--- config.mk ---
export PLATFORM = sky130hd
export DESIGN_NAME = bmh_front_flat
export DESIGN_NICKNAME = d
export VERILOG_FILES = /design/src/rtl/bmh_pkg.sv /design/src/rtl/bmh_if.sv /design/src/rtl/bmh_front.sv /design/src/flat_wrapper.sv
export SDC_FILE = /design/constraint.sdc
export NUM_CORES = 1
export LEC_CHECK = 0
export BUFFER_PORTS_ARGS = -buffer_cell sky130_fd_sc_hd__buf_2
export CORE_MARGIN = 2
export CORE_UTILIZATION = 30
export CTS_CLUSTER_SIZE = 24
export DETAILED_ROUTE_END_ITERATION = 8
export PLACE_DENSITY = 0.63
export SYNTH_ARGS = -nofsm -noshare
export SYNTH_HDL_FRONTEND = slang
export SYNTH_SLANG_ARGS = --single-unit
--- constraint.sdc ---
create_clock -name clk_i -period 4.7 [get_ports clk_i]
set_input_delay 0.235 -clock clk_i [delete_from_list [all_inputs] [get_ports clk_i]]
set_output_delay 0.235 -clock clk_i [all_outputs]
set_load 0.02 [all_outputs]
--- src/rtl/bmh_pkg.sv ---
// bmh_pkg: field widths, status codes and the command type shared by the
// heap front end and engine
// no dependencies
package bmh_pkg;

  localparam int unsigned VAL_W  = 31;  // heap value width
  localparam int unsigned CNT_W  = 11;  // reported entry count width
  localparam int unsigned STAT_W = 2;   // status width

  typedef enum logic [STAT_W-1:0] {
    ST_OK    = 2'd0,
    ST_EMPTY = 2'd1,
    ST_FULL  = 2'd2
  } status_e;

  localparam logic FUNC_INSERT  = 1'b0;
  localparam logic FUNC_EXTRACT = 1'b1;

  // classified operation handed from the front end to the engine
  typedef enum logic [1:0] {
    CMD_INS,
    CMD_INS_FULL,
    CMD_EXT,
    CMD_EXT_EMPTY
  } cmd_e;

  typedef struct packed {
    cmd_e             kind;
    logic [VAL_W-1:0] value;
  } cmd_t;

endpackage

--- src/rtl/bmh_if.sv ---
// bmh_in_if / bmh_out_if: valid/ready channels of the heap
// depends on bmh_pkg

interface bmh_in_if import bmh_pkg::*; ();
  logic             valid;
  logic             ready;
  logic             func;
  logic [VAL_W-1:0] value_in;

  modport source (output valid, output func, output value_in, input ready);
  modport sink   (input valid, input func, input value_in, output ready);
endinterface


--- src/rtl/bmh_front.sv ---
// bmh_front: accepts words, tracks the entry count and classifies each
// operation as insert, full insert, extract or empty extract
// depends on bmh_pkg and bmh_in_if
module bmh_front import bmh_pkg::*; #(
  parameter int unsigned Capacity = 1024,
  parameter int unsigned CntW     = $clog2(Capacity + 1)
) (
  input  logic            clk_i,
  input  logic            rst_ni,
  bmh_in_if.sink          in_i,
  output logic            cmd_valid_o,
  input  logic            cmd_ready_i,
  output cmd_t            cmd_o,
  output logic [CntW-1:0] cmd_cnt_o,
  output logic [CntW-1:0] count_o
);

  logic [CntW-1:0] count_q, count_d;
  logic            accept;

  assign in_i.ready  = cmd_ready_i;
  assign cmd_valid_o = in_i.valid;
  assign accept      = in_i.valid && cmd_ready_i;
  assign count_o     = count_q;

  always_comb begin
    cmd_o.value = in_i.value_in;
    if (in_i.func == FUNC_INSERT) begin
      if (count_q == CntW'(Capacity)) begin
        cmd_o.kind = CMD_INS_FULL;
        cmd_cnt_o  = count_q;
      end else begin
        cmd_o.kind = CMD_INS;
        cmd_cnt_o  = count_q + CntW'(1);
      end
    end else begin
      if (count_q == '0) begin
        cmd_o.kind = CMD_EXT_EMPTY;
        cmd_cnt_o  = count_q;
      end else begin
        cmd_o.kind = CMD_EXT;
        cmd_cnt_o  = count_q - CntW'(1);
      end
    end
    count_d = accept ? cmd_cnt_o : count_q;
  end

  always_ff @(posedge clk_i or negedge rst_ni) begin
    if (!rst_ni) begin
      count_q <= '0;
    end else begin
      count_q <= count_d;
    end
  end

endmodule

--- src/flat_wrapper.sv ---
// flat-port wrapper written by rule: the top's interface ports become plain ports
module bmh_front_flat import bmh_pkg::*;
#(
  parameter int unsigned Capacity = 1024,
  parameter int unsigned CntW     = $clog2(Capacity + 1)
)
  (clk_i, rst_ni, cmd_valid_o, cmd_ready_i, cmd_o, cmd_cnt_o, count_o, in_i_valid, in_i_func, in_i_value_in, in_i_ready);
  bmh_in_if in_i_i ();
  input  logic clk_i;
  input  logic rst_ni;
  output logic cmd_valid_o;
  input  logic cmd_ready_i;
  output cmd_t cmd_o;
  output logic [CntW-1:0] cmd_cnt_o;
  output logic [CntW-1:0] count_o;
  input wire logic [$bits(in_i_i.valid)-1:0] in_i_valid;
  input wire logic [$bits(in_i_i.func)-1:0] in_i_func;
  input wire logic [$bits(in_i_i.value_in)-1:0] in_i_value_in;
  output wire logic [$bits(in_i_i.ready)-1:0] in_i_ready;
  assign in_i_i.valid = in_i_valid;
  assign in_i_i.func = in_i_func;
  assign in_i_i.value_in = in_i_value_in;
  assign in_i_ready = in_i_i.ready;
  bmh_front #(.Capacity(Capacity), .CntW(CntW)) u_core (.clk_i(clk_i), .rst_ni(rst_ni), .in_i(in_i_i), .cmd_valid_o(cmd_valid_o), .cmd_ready_i(cmd_ready_i), .cmd_o(cmd_o), .cmd_cnt_o(cmd_cnt_o), .count_o(count_o));
endmodule
==> metrics.txt <==
Clk network pwr share 0.127; remaining routing DRC violations 0; CTS Sinks 11; share of the yosys chip area belonging to registers 0.2111; ANT cells 0; slew margin rel. 0.5840; Post-Place Setup Slack 2404 ps; Pre-Repair DR Iteration Count 4; DRT Wirelength 2826 µm; Ports 93; largest family of logic cells by synthesized area simple AND/OR/NAND/NOR gates; CP required 4470 ps; final worst slack 2135 ps; cts bufs inserted 3; commonest cells after routing, fill and taps aside buf_2 (30), dfrtp_1 (11), xnor2_1 (10); clk_skew 3.877 ps; Max clock buf depth 2; Internal Dissipation 379.0 µW; max reg flops 11; Worst Hold Class primary input to async pin; fill count 444; Fmax 389.9 MHz; worst-path fanout max 10; Post-Synth XOR/XNOR Area 0.1008; Die ar. 4889 µm²; end of the critical path cmd_cnt_o[8]; routed vias/inst 5.060; Worst path max stage delay 490 ps; Post-synth top flop dfrtp_1; GRT Util Overall 0.1247; RSZ-0062 raised after global routing no; CTS clk-pin slew, worst paths 60 ps; Reg-to-Reg Start u_core.count_o[0]$_DFFE_PN0P_; Cells after Synth 161; # H-tree levels 1; static leakage 0.0005456 µW; vias in the first global route 1002; Combinational Power Share 0.573; ys async rst share 1.000; part of the cycle the worst path needs 0.5457; Max IR drop VDD 197.3 µV; Syn-to-layout area delta -3.167%; most used cell, CP o21ai_0; CP startpoint u_core.count_o[0]$_DFFE_PN0P_; Starting Density 0.3190; crit-path cells inv_1 -> ha_1 -> or3b_2 -> o21a_1 -> o21ai_0 -> o21ai_0 -> buf_2; CP Launch Type flop; global-route wire length before repair 5002 µm; DR iter-0 viols 68; Slowest-stage cell, CP or3b_2; YS warnings 0; CTS tree done; sequential share of power 0.300; largest net degree at the start of global routing 20; power per cell area 625.7 nW/µm²; drt wl/cell 14.06 µm; Detail Route Antenna Nets 0; Mapped Area 1304 µm²; R2R Path End u_core.count_o[8]$_DFFE_PN0P_; Post-Synth Adder-Cell Area 0.01919; commonest non-fill, non-tap cell in the layout buf_2; setup TNS 0 ps; syn nets 199; simple-gate portion of the synthesized area 0.2495; Tmin final 2565 ps; status finished, final reports clean; Crit Path Class flop to primary output; Synth Area in Compound Gates 0.1449; Port Buffers 30; num rows 23; layout cells sized above 1 0.2649; cts repair resizes 0; Worst-Margin Slew 615.9 ps; Core Box Area 4086 µm²; initial antenna violation count 0; Arr. time, crit path 2330 ps; Fin. Hold Viols 0; Clock Latency Late Sink 240 ps; number of synthesized flops with an enable pin 0; fin nets 190; Mapped Avg Cell Area 8.098 µm²; final core area utilization 0.3089; Clock Root Buffer clkbuf_8; Post-CTS Setup Repair Bufs 0; Worst R2R Setup Slack 2670 ps; GPL Wtd Cong 0.8010; Cell variety after synth 45; #FFs+latches synth 11; worst-case reg-to-reg path depth 6; mux cell area share after synthesis 0.02591; Max-cap violations 0; die width 69.92 µm; detailed placer's ending HPWL 2122 µm; crit end category primary output; fin. max-slew vios 0; Final setup viols 0; switching pwr 410.9 µW; Net Sw Frac 0.5202; total gr overflow 0; total vias in the final route 1017; Min Hold Slack 395.4 ps; chip height 69.92 µm
-- how the worst min path moves through the flow --
stage / cells after the start / slack (ps) / startpoint / to
after floorplan: 0 / -60 / rst_ni / u_core.count_o[0]$_DFFE_PN0P_
final: 2 / 400 / rst_ni / u_core.count_o[8]$_DFFE_PN0P_
after global routing: 2 / 410 / rst_ni / u_core.count_o[8]$_DFFE_PN0P_
after detailed placement: 1 / 130 / rst_ni / u_core.count_o[7]$_DFFE_PN0P_
after CTS: 2 / 400 / rst_ni / u_core.count_o[8]$_DFFE_PN0P_
after global placement: 1 / 130 / rst_ni / u_core.count_o[7]$_DFFE_PN0P_
-- power by group through the flow --
stage / combinational (µW) / clock (µW) / sequential (µW)
4_1_cts: 460 / 103 / 236
3_5_place_dp: 458 / 0 / 239
6_report: 453 / 101 / 237
3_3_place_gp: 455 / 0 / 234
5_1_grt: 501 / 109 / 251
2_1_floorplan: 392 / 0 / 216
-- metrics by stage --
stage / instances / power (µW) / instance area, µm²
detailed placement: 196 / 696.8 / 1207
CTS: 201 / 799.3 / 1262
global placement: 196 / 689.4 / 1207
global route: 201 / 861.3 / 1262
floorplan: 161 / 608.2 / 1304
finish: 201 / 789.9 / 1262
-- cell families after synthesis --
kind of cell,after synthesis
AND/OR/NAND/NOR,52
buffers and inverters,49
AO/OA/AOI/OAI,29
XOR/XNOR,15
flip-flops,11
multiplexers,3
adder cells (fa/ha/maj),2
-- cell type report --
| cell class | count | area [µm²] | area share |
|---|---|---|---|
| Inverter | 4 | 15.01 | 0.01189 |
| Timing Repair Buffer | 31 | 160.2 | 0.1269 |
| Sequential cell | 11 | 275.3 | 0.2180 |
| Multi-Input combinational cell | 101 | 704.4 | 0.5580 |
| Tap cell | 50 | 62.56 | 0.04955 |
| Clock buffer | 4 | 45.04 | 0.03568 |
-- routing by layer --
metal,GRT usage,up-vias,part of all wire
met4,0.04060,0,0.0046
li1,-,508,-
met5,0,-,0
met1,0.1700,457,0.46
met2,0.1820,46,0.45
met3,0.04473,6,0.085
-- critical path: cells and delay by family (launching register included) --
kind	cells	cell delay, ps
and+or+nand+nor	1	490
DFF	1	440
buffers and inverters	2	290
AOI/OAI and AO/OA	3	520
adders and majority gates	1	350
-- cells in the mapped netlist (all sizes together), types with 4 or more instances --
library cell / instances / area (µm²)
a21oi: 6 / 30.03
buf: 39 / 285.3
clkbuf: 6 / 23.77
dfrtp: 11 / 275.3
inv: 4 / 15.01
nand2: 8 / 30.03
nand3: 4 / 20.02
nor2: 7 / 26.28
nor3: 5 / 25.02
nor4: 4 / 40.04
o21ai: 7 / 35.03
xnor2: 10 / 87.58
xor2: 5 / 43.79
-- repair_timing --
action | CTS | global route
endpoints found under the setup margin | 0 | 0
hold buffers | 1 | 0
hold endpoints to repair | 11 | 0
No activity file was read; power rests on OpenSTA's default activity.
