## src/rtl/bmh_cmdq.sv

```systemverilog
// bmh_cmdq: two-entry fifo between the front end and the engine
// no dependencies
module bmh_cmdq #(
  parameter int unsigned Width = 8
) (
  input  logic             clk_i,
  input  logic             rst_ni,
  input  logic             push_valid_i,
  output logic             push_ready_o,
  input  logic [Width-1:0] push_data_i,
  output logic             pop_valid_o,
  input  logic             pop_ready_i,
  output logic [Width-1:0] pop_data_o
);

  logic [Width-1:0] slot_q [2];
  logic             wr_q, wr_d, rd_q, rd_d;
  logic [1:0]       fill_q, fill_d;
  logic             push, pop;

  assign push_ready_o = (fill_q != 2'd2);
  assign pop_valid_o  = (fill_q != 2'd0);
  assign pop_data_o   = slot_q[rd_q];
  assign push         = push_valid_i && push_ready_o;
  assign pop          = pop_valid_o && pop_ready_i;

  always_comb begin
    wr_d   = push ? !wr_q : wr_q;
    rd_d   = pop ? !rd_q : rd_q;
    fill_d = fill_q + {1'b0, push} - {1'b0, pop};
  end

  always_ff @(posedge clk_i or negedge rst_ni) begin
    if (!rst_ni) begin
      wr_q   <= 1'b0;
      rd_q   <= 1'b0;
      fill_q <= 2'd0;
    end else begin
      wr_q   <= wr_d;
      rd_q   <= rd_d;
      fill_q <= fill_d;
    end
  end

  always_ff @(posedge clk_i) begin
    if (push) begin
      slot_q[wr_q] <= push_data_i;
    end
  end

endmodule

```

## config.mk

```make
export PLATFORM = sky130hd
export DESIGN_NAME = bmh_cmdq
export DESIGN_NICKNAME = d
export VERILOG_FILES = /design/src/rtl/bmh_cmdq.sv
export SDC_FILE = /design/constraint.sdc
export NUM_CORES = 1
export LEC_CHECK = 0
export ABC_AREA = 1
export BUFFER_PORTS_ARGS = -buffer_cell sky130_fd_sc_hd__buf_2
export CAP_MARGIN = 20
export CORE_MARGIN = 2
export CORE_UTILIZATION = 45
export DETAILED_ROUTE_END_ITERATION = 16
export PLACE_DENSITY = 0.66
export SETUP_SLACK_MARGIN = 0.5
export SLEW_MARGIN = 20
export SYNTH_ARGS = -nofsm -noshare
export SYNTH_HDL_FRONTEND = slang
export SYNTH_SLANG_ARGS = --single-unit
```

## constraint.sdc

```tcl
create_clock -name clk_i -period 4.8 [get_ports clk_i]
set_clock_uncertainty 0.2 [all_clocks]
set_input_delay 1.44 -clock clk_i [delete_from_list [all_inputs] [get_ports clk_i]]
set_output_delay 1.44 -clock clk_i [all_outputs]
set_load 0.01 [all_outputs]
```

==> key figures, run 1 <==
Outcome
  – Status: complete, no violations

Critical path
  – Largest stage delay on the critical path: 0.54 ns
  – Worst R2R Start: fill_q[1]
  – Critical Path End Type: primary output
  – Critical-path cell list: inv_2 > nand2_1 > nand2_1 > buf_2
  – Cell at the slowest stage of the critical path: sky130_fd_sc_hd__dfrtp_1
  – Largest delay share family, worst path: flip-flops
  – Worst setup path class: reg2out
  – CP Launch Type: register
  – Worst endpoint required time: 3.16 ns
  – R2R setup slack: 3.08 ns
  – Reg2reg path depth: 3
  – WP buf/inv: 2
  – Most repeated library cell on the critical path: sky130_fd_sc_hd__nand2_1
  – Maximum net fanout on the critical path: 9
  – Worst reg2reg endpoint: slot_q[0][4]
  – Arrival time reported for the critical path endpoint: 1.27 ns

Yosys
  – Library cells used by synthesis: 15
  – Average footprint of a synthesized cell: 11.3 um^2
  – Number of warnings printed during yosys synthesis: 0
  – Portion of the post-synthesis area used by sequential elements: 70.6%
  – Top area cells in the synthesized netlist: sky130_fd_sc_hd__edfxtp_1 58%, sky130_fd_sc_hd__nand2_1 13%, sky130_fd_sc_hd__dfrtp_1 12%
  – Total nets after synthesis: 86
  – Area fraction of the dominant cell type after synthesis: 58.4%
  – Post-Syn Area: 822 um^2
  – Number of cells produced by synthesis: 73
  – Dominant cell type by area after synthesis: sky130_fd_sc_hd__edfxtp_1
  – Number of synthesized register bits: 20

STA
  – Worst Slack Setup Final: 1.89 ns
  – Relative max-transition margin: 57.3%
  – Hold Fails Final Rpt: 0
  – Setup repair after global routing missed its margin: false
  – Final-report setup violation count: 0
  – Number of pins with negative max-slew slack in the final report: 0
  – Highest clock rate: 344 MHz
  – Shortest clock period the worst path allows after layout: 2.91 ns
  – Transition time at the pin with the least slew margin: 0.638 ns
  – Share of the cycle needed by the critical path after routing: 60.6%
  – Setup TNS: 0 ns

Final layout
  – Count of fill cells added during filler insertion: 160
  – Synth-to-Final Area Change: 22.4%
  – Area of the multi-input gates: 206 um^2
  – Most common cell after layout, fill and taps aside: sky130_fd_sc_hd__nand2_1
  – Highest-count cells in the layout ignoring fill and taps: 29 x sky130_fd_sc_hd__nand2_1, 21 x sky130_fd_sc_hd__buf_2, 16 x sky130_fd_sc_hd__edfxtp_1
  – Number of nets in the layout: 111
  – Storage element area: 581 um^2
  – Layout cells sized above 1: 35.1%
  – Antenna Diode Count: 0

Clock network
  – CTS Root Buffer Type: sky130_fd_sc_hd__clkbuf_4
  – Post-CTS Repair Setup Buffers: 0
  – # clock sinks: 20
  – H-tree lvl count: 1
  – Resized cells post-CTS: 0
  – Hold buffer count at CTS: 0
  – Clock-pin slew on the worst setup and hold paths: 0.11 ns
  – Later-pin clock latency in the skew report: 0.29 ns
  – Number of buffers created by CTS: 3
  – CTS tree: done
  – Maximum clock insertion buffer count: 2

Power and ir drop
  – Pint: 0.403 mW
  – Comb power frac: 33.8%
  – Relative contribution of sequential cells to total power: 44.4%
  – Switching power total: 0.213 mW
  – Worst voltage drop across the vdd grid: 0.346 mV
  – Power density cells: 612 mW/mm^2
  – Static leakage power: 0.470 nW
  – Switching share of power: 34.5%
  – Clock network fraction of total power: 21.8%

Drt
  – Met2 wire len: 614 um
  – Detail Route Antenna Nets: 0
  – Number of DRC violations after detailed-routing iteration 0: 6
  – Met1 Wirelength: 555 um
  – Total number of vias: 543
  – Via density per instance: 4.45
  – Number of iterations in the first detailed-routing pass: 4
  – Wire length on met3: 67 um
  – DR WL/cell: 10.2 um
  – Total Wirelength: 1250 um
  – Number of design rule violations left after detail routing: 0
  – Top layer in use: met4

Placement
  – Count of port buffers added during placement: 21
  – Worst slack after detailed placement: 2.07 ns
  – Final estimated routing congestion in global placement: 0.769
  – Half-perimeter wire length after placement: 951 um

Flow run
  – Max-cap violations: 0

GRT
  – First-pass GRT wire length: 1790 um
  – Largest net degree at the start of global routing: 13
  – Total Routing Usage GR: 12.7%
  – Number of antenna violations at the first check in global routing: 0
  – Leftover overflow at the end of global routing: 0
  – Via count of the first global-routing pass: 433

Worst hold path
  – Hold Path Origin: wr_q
  – Worst Hold Endpoint: wr_q
  – Worst hold path stage count: 2
  – Hold crit path type: reg2reg

Floorplan
  – Width of the die: 46.7 um
  – Starting utilization of the core area: 47.6%
  – Area of the core: 0.00173 mm^2
  – Overall die area: 0.00218 mm^2
  – Row cnt: 15
  – Number of top-level pins: 22
  – Die height: 46.7 um
layer usage:
layer,up-vias,track usage (%)
li1,283,-
met5,-,0
met4,0,8.33
met1,244,15.0
met3,2,2.69
met2,14,20.8
stage by stage:
stage	area, um^2	total power [mW]	utilization [%]	hold slack, ns	instances
after detailed placement	953	0.492	55.2	0.320	118
after CTS	1010	0.625	58.3	0.348	122
after global placement	953	0.485	55.2	0.307	118
final	1010	0.616	58.3	0.340	122
after floorplan	822	0.417	-	0.285	73
after global routing	1010	0.664	58.3	0.394	122
state kept, by name (all words and copies together), names as in the netlist:
register / cells
fill_q: 2
rd_q: 1
wr_q: 1
slot_q: 16
power by group through the flow:
stage          Combinational, mW  Sequential [mW]  Clock (mW)
6_report                   0.208            0.273       0.134
5_1_grt                    0.241            0.279       0.145
4_1_cts                    0.213            0.275       0.137
3_5_place_dp               0.213            0.279           0
3_3_place_gp               0.208            0.277           0
2_1_floorplan              0.155            0.262           0
Yosys cell counts:
master / count
sky130_fd_sc_hd__inv_1: 6
sky130_fd_sc_hd__nand2_2: 3
sky130_fd_sc_hd__nand2_1: 29
sky130_fd_sc_hd__o21ai_1: 1
sky130_fd_sc_hd__nand2_4: 1
sky130_fd_sc_hd__ha_1: 1
sky130_fd_sc_hd__xor2_1: 1
sky130_fd_sc_hd__edfxtp_1: 16
sky130_fd_sc_hd__nor2_2: 3
sky130_fd_sc_hd__a21oi_1: 1
sky130_fd_sc_hd__nand3_1: 2
sky130_fd_sc_hd__nor2_1: 2
sky130_fd_sc_hd__dfrtp_1: 4
sky130_fd_sc_hd__buf_2: 1
sky130_fd_sc_hd__inv_2: 2
cell families after synthesis:
| family | synth area share (%) |
|---|---|
| fa+ha+maj | 1.52 |
| compound gates | 1.22 |
| xor+xnor | 1.07 |
| buf+inv | 4.26 |
| flops | 70.6 |
| simple gates | 21.3 |
worst max path at each step:
stage | start | endpoint | slack, ns | cells after the start
detailed placement | push_valid_i | slot_q[0][6] | 2.07 | 3
CTS | rd_q | pop_data_o[5] | 1.86 | 4
global placement | push_valid_i | slot_q[0][6] | 2.11 | 3
floorplan | push_valid_i | slot_q[0][0] | 2.36 | 2
finish | rd_q | pop_data_o[5] | 1.89 | 4
global route | rd_q | pop_data_o[5] | 1.79 | 4
tightest hold or removal path, delay by kind of cell (launching register included):
| family | cells | cell delay [ns] |
|---|---|---|
| flops | 1 | 0.38 |
| simple gates | 1 | 0.07 |
| compound gates | 1 | 0.06 |
cell type report:
type / instances / area share (%)
Timing Repair Buffer: 21 / 10.4
Tap cell: 25 / 3.11
Clock buffer: 3 / 2.24
Clock inverter: 1 / 2.99
Sequential cell: 20 / 57.7
Multi-Input combinational cell: 44 / 20.5
Inverter: 8 / 2.99
Power figures use the tool's default switching activity.
==> run 2: changes to the inputs <==
--- a/config.mk
+++ b/config.mk
@@ -9,9 +9,9 @@
 export BUFFER_PORTS_ARGS = -buffer_cell sky130_fd_sc_hd__buf_2
 export CAP_MARGIN = 20
 export CORE_MARGIN = 2
-export CORE_UTILIZATION = 45
+export CORE_UTILIZATION = 44
 export DETAILED_ROUTE_END_ITERATION = 16
-export PLACE_DENSITY = 0.66
+export PLACE_DENSITY = 0.67
 export SETUP_SLACK_MARGIN = 0.5
 export SLEW_MARGIN = 20
 export SYNTH_ARGS = -nofsm -noshare
==> constraint.sdc (replaced) <==
create_clock -name clk_i -period 2.65 [get_ports clk_i]
set_clock_uncertainty 0.2 [all_clocks]
set_input_delay 0.795 -clock clk_i [delete_from_list [all_inputs] [get_ports clk_i]]
set_output_delay 0.795 -clock clk_i [all_outputs]
set_load 0.01 [all_outputs]
==> run 2 against run 1 <==
Cell area is 4.9% higher; register-to-register slack worse by 2.2 ns; critical path type unchanged; routed wire length is 8.0% higher; die area is 2.1% higher; largest cell class unchanged; cell count is 2.5% higher; count of clock-buffer cells in the layout is 1 higher; utilization is 2.2 points higher; via count is 6.8% higher; largest power group unchanged.
==> key figures, run 2 (synthesized netlist as in run 1, its figures left out) <==
Outcome
  – Status: complete, no violations

Power and ir drop
  – Static leakage power: 0.485 nW (+3.1%)
  – Power density cells: 1090 mW/mm^2 (+78%)
  – Post-layout power: 1.15 mW (+86%)
  – Worst voltage drop across the vdd grid: 0.664 mV (+92%)

Critical path
  – Critical-path cell list: buf_6 > nand2_1 > nand2_1 > buf_2
  – Most repeated library cell on the critical path: sky130_fd_sc_hd__nand2_1
  – R2R setup slack: 0.93 ns (-2.15 ns)
  – Worst endpoint required time: 1.66 ns (-1.50 ns)
  – CP Launch Type: register
  – Arrival time reported for the critical path endpoint: 1.12 ns (-0.15 ns)
  – Largest stage delay on the critical path: 0.47 ns (-0.07 ns)
  – Worst setup path class: reg2out
  – Maximum net fanout on the critical path: 4 (-5)
  – Critical Path End Type: primary output
  – Reg2reg path depth: 3 (unchanged)
  – Cell at the slowest stage of the critical path: sky130_fd_sc_hd__dfrtp_2

Drt
  – Total number of vias: 580 (+6.8%)
  – Detail Route Antenna Nets: 0 (unchanged)
  – Number of iterations in the first detailed-routing pass: 4 (unchanged)
  – Wire length on met3: 57 um (-15%)
  – Via density per instance: 4.64 (+4.3%)
  – Number of DRC violations after detailed-routing iteration 0: 7 (+1)
  – Total Wirelength: 1350 um (+8.0%)
  – DR WL/cell: 10.8 um (+5.4%)
  – Met1 Wirelength: 582 um (+4.9%)
  – Number of design rule violations left after detail routing: 0 (unchanged)
  – Met2 wire len: 695 um (+13%)
  – Top layer in use: met4

Clock network
  – Number of buffers created by CTS: 3 (unchanged)
  – # clock sinks: 20 (unchanged)
  – Maximum clock insertion buffer count: 2 (unchanged)
  – Clock-pin slew on the worst setup and hold paths: 0.10 ns (about the same)
  – H-tree lvl count: 1 (unchanged)
  – Later-pin clock latency in the skew report: 0.29 ns (about the same)
  – CTS tree: done
  – CTS Root Buffer Type: sky130_fd_sc_hd__clkbuf_4

GRT
  – Number of antenna violations at the first check in global routing: 0 (unchanged)
  – Largest net degree at the start of global routing: 12 (-1)
  – Total Routing Usage GR: 12.7% (about the same)
  – Via count of the first global-routing pass: 438 (+1.2%)
  – Leftover overflow at the end of global routing: 0 (unchanged)
  – First-pass GRT wire length: 1770 um (-1.2%)

Final layout
  – Number of nets in the layout: 114 (+2.7%)
  – Number of flip-flops in the largest register: 16 (unchanged)
  – Largest register by flop count: slot_q
  – Largest registers: slot_q (16), fill_q (2)
  – Synth-to-Final Area Change: 28.3%
  – Antenna Diode Count: 0 (unchanged)
  – Highest-count cells in the layout ignoring fill and taps: 22 x sky130_fd_sc_hd__nand2_1, 21 x sky130_fd_sc_hd__buf_2, 16 x sky130_fd_sc_hd__edfxtp_1
  – Layout cells sized above 1: 46.0% (+11 points)
  – Most common cell after layout, fill and taps aside: sky130_fd_sc_hd__nand2_1

Worst hold path
  – Hold crit path type: in2async

Placement
  – Final estimated routing congestion in global placement: 0.720 (-6.4%)
  – Count of port buffers added during placement: 21 (unchanged)
  – Half-perimeter wire length after placement: 925 um (-2.8%)

STA
  – Highest clock rate: 472 MHz
  – Shortest clock period the worst path allows after layout: 2.12 ns
  – Final-report setup violation count: 0 (unchanged)
  – Setup repair after global routing missed its margin: true
  – Transition time at the pin with the least slew margin: 0.637 ns (-0.000767 ns)
  – Setup TNS: 0 ns (unchanged)
  – Share of the cycle needed by the critical path after routing: 79.9%
  – Number of pins with negative max-slew slack in the final report: 0 (unchanged)
  – Relative max-transition margin: 57.4% (about the same)
  – Hold Fails Final Rpt: 0 (unchanged)

Floorplan
  – Overall die area: 0.00223 mm^2 (+2.1%)
  – Width of the die: 47.2 um (+1.0%)
  – Number of top-level pins: 22 (unchanged)
  – Area of the core: 0.00175 mm^2 (+1.1%)
  – Die height: 47.2 um (+1.0%)
  – Row cnt: 15 (unchanged)
  – Starting utilization of the core area: 47.1% (-0.51 points)

Flow run
  – Max-cap violations: 0 (unchanged)
## run 2: power by group
| group | leakage, nW | switching, mW | internal [mW] | total [mW] |
|---|---|---|---|---|
| Combinational | 0.270 | 0.270 | 0.204 | 0.474 |
| Sequential | 0.194 | 0.0606 | 0.440 | 0.500 |
| Clock | 0.0210 | 0.0882 | 0.0836 | 0.172 |
| Total | 0.485 | 0.419 | 0.728 | 1.15 |
## run 2: path summary, 6_finish.rpt
| check | from | endpoint |
|---|---|---|
| worst max register to register | fill_q[1] | slot_q[0][0] |
| worst max-delay path | rd_q | pop_data_o[5] |
| min in group clk_i | wr_q | wr_q |
| worst min-delay path | rst_ni | wr_q |
| worst min register to register | wr_q | wr_q |
| max in group asynchronous | rst_ni | rd_q |
## run 2: stage by stage
step                hold slack (ns)  util, %  setup slack [ns]  area, um^2  cells
global route                 0.0652     60.4             0.460        1050    125
finish                       0.0881     60.4             0.532        1050    125
CTS                          0.0790     58.5             0.500        1020    124
detailed placement            0.308     54.6             0.564         953    118
global placement              0.308     54.6             0.610         953    118
floorplan                     0.285        -             0.859         822     73
## run 2: what timing repair did
| action | in CTS | in global routing |
|---|---|---|
| pin swaps | 0 | 7 |
| hold buffers | 0 | 0 |
| endpoints found under the setup margin | 8 | 9 |
| resized for setup | 4 | 10 |
| buffers inserted | 2 | 1 |
## run 2: worst max-delay path: cells and delay by family, from the launching register on
family	cells	cell delay [ns]
simple gates	2	0.09
buf+inv	2	0.28
flops	1	0.47
## run 2: cell type report
class                           instances  area [um^2]
Fill cell                             160          691
Sequential cell                        20          582
Multi-Input combinational cell         44          226
Timing Repair Buffer                   24          144
Clock buffer                            4         36.3
Inverter                                8         35.0
Tap cell                               25         31.3
## run 2: metal layers
layer / global-route usage (%) / up-vias
met5: 0 / -
met4: 8.33 / 0
met3: 4.62 / 2
met2: 21.9 / 14
met1: 12.5 / 274
li1: - / 290
